<file path="config.mk">
export PLATFORM = sky130hd
export DESIGN_NAME = rbfks_cell
export DESIGN_NICKNAME = d
export VERILOG_FILES = /design/src/rbfks_pkg.sv /design/src/rbfks_cell.sv
export SDC_FILE = /design/constraint.sdc
export NUM_CORES = 1
export LEC_CHECK = 0
export ABC_AREA = 0
export ABC_CLOCK_PERIOD_IN_PS = 1900
export BUFFER_PORTS_ARGS = -buffer_cell sky130_fd_sc_hd__buf_2
export CELL_PAD_IN_SITES_DETAIL_PLACEMENT = 0
export CELL_PAD_IN_SITES_GLOBAL_PLACEMENT = 1
export CORE_MARGIN = 3
export CORE_UTILIZATION = 33
export CTS_BUF_LIST = sky130_fd_sc_hd__clkbuf_8 sky130_fd_sc_hd__clkbuf_16
export CTS_CLUSTER_SIZE = 40
export DETAILED_ROUTE_END_ITERATION = 12
export PLACE_DENSITY = 0.87
export SLEW_MARGIN = 15
export SYNTH_ARGS = -nofsm -noshare
export SYNTH_HDL_FRONTEND = slang
export SYNTH_SLANG_ARGS = --single-unit
</file>
<file path="constraint.sdc">
create_clock -name clk -period 1.9 [get_ports clk]
set_clock_uncertainty 0.1 [all_clocks]
set_input_delay 0.19 -clock clk [delete_from_list [all_inputs] [get_ports clk]]
set_output_delay 0.19 -clock clk [all_outputs]
set_load 0.02 [all_outputs]
</file>
<file path="src/rbfks_pkg.sv">
// shared types and constants of the rbf kernel classifier score block
package rbfks_pkg;

  localparam int DEF_MAX_VECTORS     = 64;
  localparam int DEF_MAX_FEATURES    = 16;
  localparam int DEF_EXP_TABLE_DEPTH = 256;

  localparam int D2_W     = 38;  // squared distance, up to 64 features of 17-bit diffs
  localparam int WEIGHT_W = 24;
  localparam int SCALE_W  = 16;
  localparam int GAMMA_W  = 16;
  localparam int EXP_W    = 17;  // table entries, unsigned Q1.16
  localparam int ACC_W    = 52;  // weighted kernel sum, Q.32
  localparam int FRAC_W   = 20;  // interpolation fraction

  typedef enum logic [1:0] {
    REQ_COORD  = 2'd0,
    REQ_WEIGHT = 2'd1,
    REQ_SAMPLE = 2'd2
  } rbfks_req_t;

  typedef enum logic [2:0] {
    REG_SV_COUNT = 3'd0,
    REG_DIM      = 3'd1,
    REG_GAMMA    = 3'd2,
    REG_BIAS     = 3'd3,
    REG_INVERT   = 3'd4
  } rbfks_reg_t;

  // one finished distance with the vector's weight and scale
  typedef struct packed {
    logic                       valid;
    logic                       last;
    logic [D2_W-1:0]            d2;
    logic [SCALE_W-1:0]         scale;
    logic signed [WEIGHT_W-1:0] weight;
  } rbfks_vec_t;

  typedef struct packed {
    logic                    done;
    logic signed [ACC_W-1:0] sum;
  } rbfks_sum_t;

endpackage

</file>
<file path="src/rbfks_cell.sv">
// one cell of the rotating sample feature ring
module rbfks_cell
  import rbfks_pkg::*;
(
  input  logic        clk,
  input  logic        shift,
  input  logic        wr_en,
  input  logic [15:0] wr_data,
  input  logic [15:0] nb_data,
  output logic [15:0] value
);

  logic [15:0] value_r;

  always_ff @(posedge clk) begin
    if (wr_en) begin
      value_r <= wr_data;
    end else if (shift) begin
      value_r <= nb_data;
    end
  end

  assign value = value_r;

endmodule

</file>
# Word-level counts from Yosys, hierarchy flattened
# Cells that the tools add are included.
[totals] inputBits=35 out_inout_bits=16 reg_bits=16
[op_classes] reduce_logical=1 n_mux=2
[op_table] cell="16-bit 2-to-1 mux" count=2
[op_table] cell="2-bit nonzero test" count=1

# Logic depth before layout (Yosys ltp)
# Gate-level depths: netlist (run 1).
[depth] word_depth=2 ltp_mapped=3 ltp_nobuf=1

# Worst setup path before layout (run 1)
# Ideal clock, no wire load.
[synth_timing] path_kind="input to register" startpoint="in wr_en" endpoint="reg value_r[0] (netlist: value[0]), enable pin" t_arrival_ns=0.858 required_time_ns=1.427 stages=3 n_path_buf=2 slack_ns=0.569 cell_sequence="buf_6 -> buf_12 -> or2_1"
[synth_between] elab_chain_cells=1
[synth_rtl] item="start: declaration" line="rbfks_cell.sv:7" source="input logic wr_en,"
[synth_rtl] item="2-bit nonzero test (no line)"
[synth_rtl] item="end signal: assignment" line="rbfks_cell.sv:17" source="value_r <= wr_data;"
[synth_rtl] item="end signal: assignment" line="rbfks_cell.sv:19" source="value_r <= nb_data;"
[synth_rtl] item="end: declaration" line="rbfks_cell.sv:13" source="logic [15:0] value_r;"
# No other way between the ends.
# A chain may end at the register's enable or synchronous reset.

# Worst setup path in the final report (run 1)
[layout_timing] startpoint="in wr_en" endpoint="reg value_r[2] (netlist: value[2]), enable pin"
# The elaborated chain is that of the path after synthesis.

==> summary.txt, run 1 <==
Status
  – Status: complete, no violations

Critical path
  – Crit path DAT: 0.95 ns
  – Crit path kind: input pin to register
  – CP Launch Type: input pin
  – CP Capture Type: register
  – WP data required: 1.74 ns
  – CP Max Fanout: 17

Floorplan
  – Die area: roughly 2800 sq um
  – Initial Util: 0.362
  – Cell Rows: 16
  – Top Ports: 51
  – Die Y: roughly 53 um
  – Core box area: between 2000 and 2500 sq um
  – Chip width: around 53 um

Cells and area
  – Nets: 124
  – Layout cells sized above 1: 0.795
  – Synthesis-to-layout area growth: 41.7%
  – Max reg flops: 16
  – ANT cells: 0
  – Filler cell count: 180
  – Finished Cell Area: 1040 sq um

GRT
  – Initial antenna violation count: 0
  – Largest net degree at the start of global routing: 18
  – First-pass GRT wire length: roughly 1800 um
  – M2 GR Usage: 0.161
  – Grt met1 use: 0.0907
  – Grt ovf: 0
  – Global Route met3 Usage: 0.0338
  – Number of global-route vias before repair: about 420
  – Gr busiest metal: met2
  – Gr usage total: 0.0948

STA
  – TNS Setup: 0 ns
  – Worst-Margin Slew: 0.437 ns
  – RSZ-0062 raised after global routing: false
  – Count of final hold-check violations: 0
  – Hold Slack: approximately 0.14 ns
  – Tcrit/Tclk final: 0.582
  – Fmax: roughly 0.90 GHz
  – Final count of negative-setup-slack endpoints: 0
  – Final min period: 1.11 ns
  – Setup slack after layout: 0.794 ns
  – Slew Limit Fails: 0
  – Max-Slew Margin vs Limit: 0.708

Logic synthesis
  – Yosys top cell by area: edfxtp_1
  – Ys async rst share: 0
  – Synth Register Bits: 16
  – EDFF count, synth: 16
  – Seq/Total Area, Yosys: 0.656
  – Yosys Warn Count: 0
  – Dominant cells by area after synthesis: edfxtp_1 (66%), mux2_4 (18%), mux2_2 (11%)
  – Avg Inst Size Synth: between 20 and 25 sq um
  – Primary FF master, synth: edfxtp_1
  – Post-Syn Nets: 70
  – Post-Syn Instances: 35
  – Synth top cells by count: edfxtp_1 (16), mux2_4 (9), mux2_2 (7)
  – Top-area cell type share of the netlist area: 0.656
  – Synth Cell Area: between 700 and 800 sq um
  – Distinct cells, synth: 6
  – Most common cell in the synthesized netlist: edfxtp_1

CTS
  – # clock sinks: 16
  – Postcts setup bufs: 0
  – Post-CTS sizing: 0
  – TritonCTS buffer count: 3
  – CTS Hold Buffers Added: 0
  – Max H-tree Level: 1
  – Root Buffer: clkbuf_8
  – Bufs on Longest Clock Path: 2
  – CTS tree: built
  – CTS clock-pin slew for the worst setup and hold paths: around 0.060 ns

Placed design
  – Gpl congestion: 0.590
  – Buffers on Ports: 50
  – Cell Area, Placed: 992 sq um
  – Pre-CTS WS: just over 0.5 ns

Route
  – DRC Markers: 0
  – Post-DR wirelength/cell: about 12 um
  – Vias: just under 500
  – Initial DRC count: 0
  – Post-DRT Antenna Nets: 0
  – DRT Wirelength: 1380 um
  – Drt pass-1 iters: 1
  – Via density: about 4.3

Worst hold path
  – Hold Path Depth: 2
  – Worst min-delay path category: input pin to register
  – Worst Hold Launch: wr_data[5]
  – Worst hold endpoint: value[5]

Power and ir drop
  – Sw Share: 0.239
  – Internal power: about 660 uW
  – Power Dens Cells: approximately 840 nW/um^2
  – Logic pwr share: 0.201
  – Worst vdd ir: approximately 290 uV
  – Sequential share of power: 0.509
  – P_sw: between 200 and 250 uW
  – Clock network power share: 0.290
  – Leakage: 0.491 nW

Run
  – Max cap viols: 0
area by class of cell:
class | instances | area [sq um] | area share
repair buffers | 51 | 258 | 0.248
multi-input cells | 17 | 220 | 0.212
clock buffers | 3 | 41.3 | 0.0398
well taps | 27 | 33.8 | 0.0326
flip-flops and latches | 16 | 480 | 0.463
clock inverters | 1 | 3.75 | 0.00362
stage by stage:
stage / utilization / instances / total power, mW
2_1_floorplan: - / 35 / 0.558
3_3_place_gp: 0.491 / 111 / 0.623
3_5_place_dp: 0.491 / 111 / 0.626
4_1_cts: 0.513 / 115 / 0.876
5_1_grt: 0.513 / 115 / 0.901
6_report: 0.513 / 115 / 0.868
placed cells by master, fill, tap and decap left out:
| cell | instances |
|---|---|
| buf_2 | 50 |
| edfxtp_1 | 16 |
| mux2_4 | 9 |
| mux2_2 | 7 |
| clkbuf_8 | 3 |
| or2_1 | 1 |
| clkinv_1 | 1 |
| buf_4 | 1 |
worst max path at each step:
stage | startpoint | to | slack, ns
5_1_grt | wr_en | value[2] | 0.73
3_3_place_gp | wr_en | value[13] | 0.53
2_1_floorplan | wr_en | value[0] | 0.57
6_report | wr_en | value[2] | 0.79
3_5_place_dp | wr_en | value[13] | 0.51
4_1_cts | wr_en | value[13] | 0.77
logic make-up (layout without fill, tap and decap cells):
kind of cell | after synthesis | in the layout | share of synthesized area
DFF | 16 | 16 | 0.656
buffers and inverters | 2 | 55 | 0.0427
muxes | 16 | 16 | 0.292
and+or+nand+nor | 1 | 1 | 0.00855
metal layers:
| metal | up-vias | wire length [um] |
|---|---|---|
| li1 | 241 | - |
| met4 | 0 | 17 |
| met3 | 2 | 172 |
| met1 | 221 | 476 |
| met2 | 28 | 718 |
| met5 | - | 0 |
worst max-delay path, cell delays in order:
cell	delay, ns
buf_2	0.36
or2_1	0.17
buf_4	0.22
power by group through the flow:
stage,clock [mW],sequential [mW],combinational [mW]
floorplan,0,0.503,0.0551
global placement,0,0.449,0.174
detailed placement,0,0.450,0.176
CTS,0.257,0.442,0.177
global route,0.269,0.445,0.188
finish,0.252,0.442,0.174
(Power assumes the default switching activity.)
==> run 2: changes to the inputs <==
ABC_CLOCK_PERIOD_IN_PS = 1050   (was 1900)
CORE_UTILIZATION = 30   (was 33)
PLACE_DENSITY = 0.8   (was 0.87)
clock period = 1.05 ns   (was 1.9 ns; I/O delays follow)
==> run 2 against run 1 <==
  * Sequential share of layout area down 1.6 points
  * First-iteration DRC count grew 5
  * Via count decreased by 1.6%
  * Count of clock-buffer cells in the layout stayed put
  * Wire length decreased by 4.1%
  * Core utilization down 3.7 points
  * Die area grew 8.9%
  * Worst setup slack worse by 0.72 ns
  * Critical path type is now register to output pin
  * Largest cell class unchanged
  * Largest power group unchanged
==> summary.txt, run 2 (synthesis gave the netlist of run 1 again) <==
Status
  – Status: complete, no violations

Floorplan
  – Initial Util: 0.325 (-0.0374)
  – Top Ports: 51 (unchanged)
  – Chip width: 55.4 um (+4.3%)
  – Cell Rows: 17 (+1)
  – Die Y: 55.4 um (+4.3%)
  – Die area: 3070 sq um (+8.9%)
  – Core box area: 2250 sq um (+12%)

Critical path
  – Crit path DAT: 0.77 ns (-0.18 ns)
  – Worst Path Buf+Inv: 1 (-1)
  – CP cell instances: buf_2
  – Worst path max stage delay: 0.37 ns (about the same)
  – CP Launch Type: register
  – Critical-path top delay cell: edfxtp_1
  – CP Capture Type: output pin
  – Crit path kind: register to output pin
  – WP data required: 0.84 ns (-0.90 ns)
  – Crit-path leading delay family: flip-flops
  – CP Max Fanout: 1 (-16)

Worst hold path
  – Worst min-delay path category: input pin to register

Route
  – Via density: 4.14 (-3.3%)
  – DRC Markers: 0 (unchanged)
  – Drt pass-1 iters: 2 (+1)
  – Vias: 484 (-1.6%)
  – DRT Wirelength: 1330 um (-4.1%)
  – Post-DR wirelength/cell: 11.3 um (-5.8%)
  – Post-DRT Antenna Nets: 0 (unchanged)
  – Initial DRC count: 5 (+5)

Cells and area
  – Core Util, Final: 0.476 (-0.0369)
  – Filler cell count: 214 (+19%)
  – Fin cells: 117 (+1.7%)
  – ANT cells: 0 (unchanged)
  – Layout cells sized above 1: 0.809 (+0.0135)
  – Max reg flops: 16 (unchanged)
  – Synthesis-to-layout area growth: 46.7%
  – Finished Cell Area: 1070 sq um (+3.5%)
  – Most common cell after layout, fill and taps aside: buf_2
  – Nets: 125 (+0.81%)
  – Commonest cells after routing, fill and taps aside: buf_2 (50), edfxtp_1 (16), mux2_4 (9)

Power and ir drop
  – Leakage: 0.506 nW (+3.2%)
  – Worst vdd ir: 569 uV (+93%)
  – Power Dens Cells: 1460 nW/um^2 (+74%)
  – Total power: 1.56 mW (+80%)

STA
  – Slew Limit Fails: 0 (unchanged)
  – Count of final hold-check violations: 0 (unchanged)
  – Setup slack after layout: 0.0746 ns (-0.719 ns)
  – Final min period: roughly 0.98 ns
  – Worst-Margin Slew: 0.201 ns (-0.237 ns)
  – Max-Slew Margin vs Limit: 0.866 (+0.158)
  – RSZ-0062 raised after global routing: false
  – Fmax: 1.03 GHz
  – Tcrit/Tclk final: 0.929
  – Final count of negative-setup-slack endpoints: 0 (unchanged)

CTS
  – # clock sinks: 16 (unchanged)
  – Bufs on Longest Clock Path: 2 (unchanged)
  – CTS tree: built
  – CTS clock-pin slew for the worst setup and hold paths: 0.06 ns (about the same)
  – CTS Hold Buffers Added: 0 (unchanged)
  – TritonCTS buffer count: 3 (unchanged)
  – Max H-tree Level: 1 (unchanged)
  – Post-CTS sizing: 0 (unchanged)
  – Root Buffer: clkbuf_8
  – Postcts setup bufs: 0 (unchanged)

Placed design
  – Gpl congestion: 0.719 (+22%)
  – Buffers on Ports: 50 (unchanged)
  – Dpl cells: 113 (+1.8%)
  – Pre-CTS WS: -0.0436 ns (-0.552 ns)
  – Cell Area, Placed: 1030 sq um (+3.7%)

GRT
  – Initial antenna violation count: 0 (unchanged)
  – First-pass GRT wire length: 2040 um (+13%)
  – Largest net degree at the start of global routing: 17 (-1)
  – Grt ovf: 0 (unchanged)
  – Number of global-route vias before repair: 471 (+11%)
  – Gr usage total: 0.0872 (-0.00754)

Run
  – Max cap viols: 0 (unchanged)
-- run 2: cell count changes in the layout (fill, tap and decap cells not counted) --
cell and delta:
buf_12 +2, buf_4 -1, or2_1 -1, or2_4 +1
-- run 2: area by class of cell --
type                    count  area (sq um)  area share
repair buffers             52           290       0.270
clock buffers               3          41.3      0.0385
flip-flops and latches     16           480       0.448
well taps                  28          35.0      0.0326
clock inverters             1          3.75     0.00350
multi-input cells          17           223       0.207
-- run 2: where the power goes --
group	internal (mW)	switching [mW]
combinational	0.165	0.169
clock	0.258	0.173
sequential	0.785	0.0150
-- run 2: stage by stage --
stage               hold slack (ns)  setup TNS, ns
floorplan                     0.222              0
global placement              0.312         -0.744
detailed placement            0.312         -0.861
CTS                          0.0648              0
global route                 0.0648              0
finish                       0.0655              0
-- run 2: final timing paths --
check / start / to / slack, ns / cells after the start
setup / recovery: value[11] / value[11] / 0.07 / 1
hold / removal: nb_data[12] / value[12] / 0.07 / 2
-- run 2: per-layer routing --
layer	GRT usage	routed length, um	share of wire
met1	0.0945	537	0.40
met2	0.133	598	0.45
met3	0.0397	164	0.12
met4	0.0625	27	0.020
met5	0	0	0
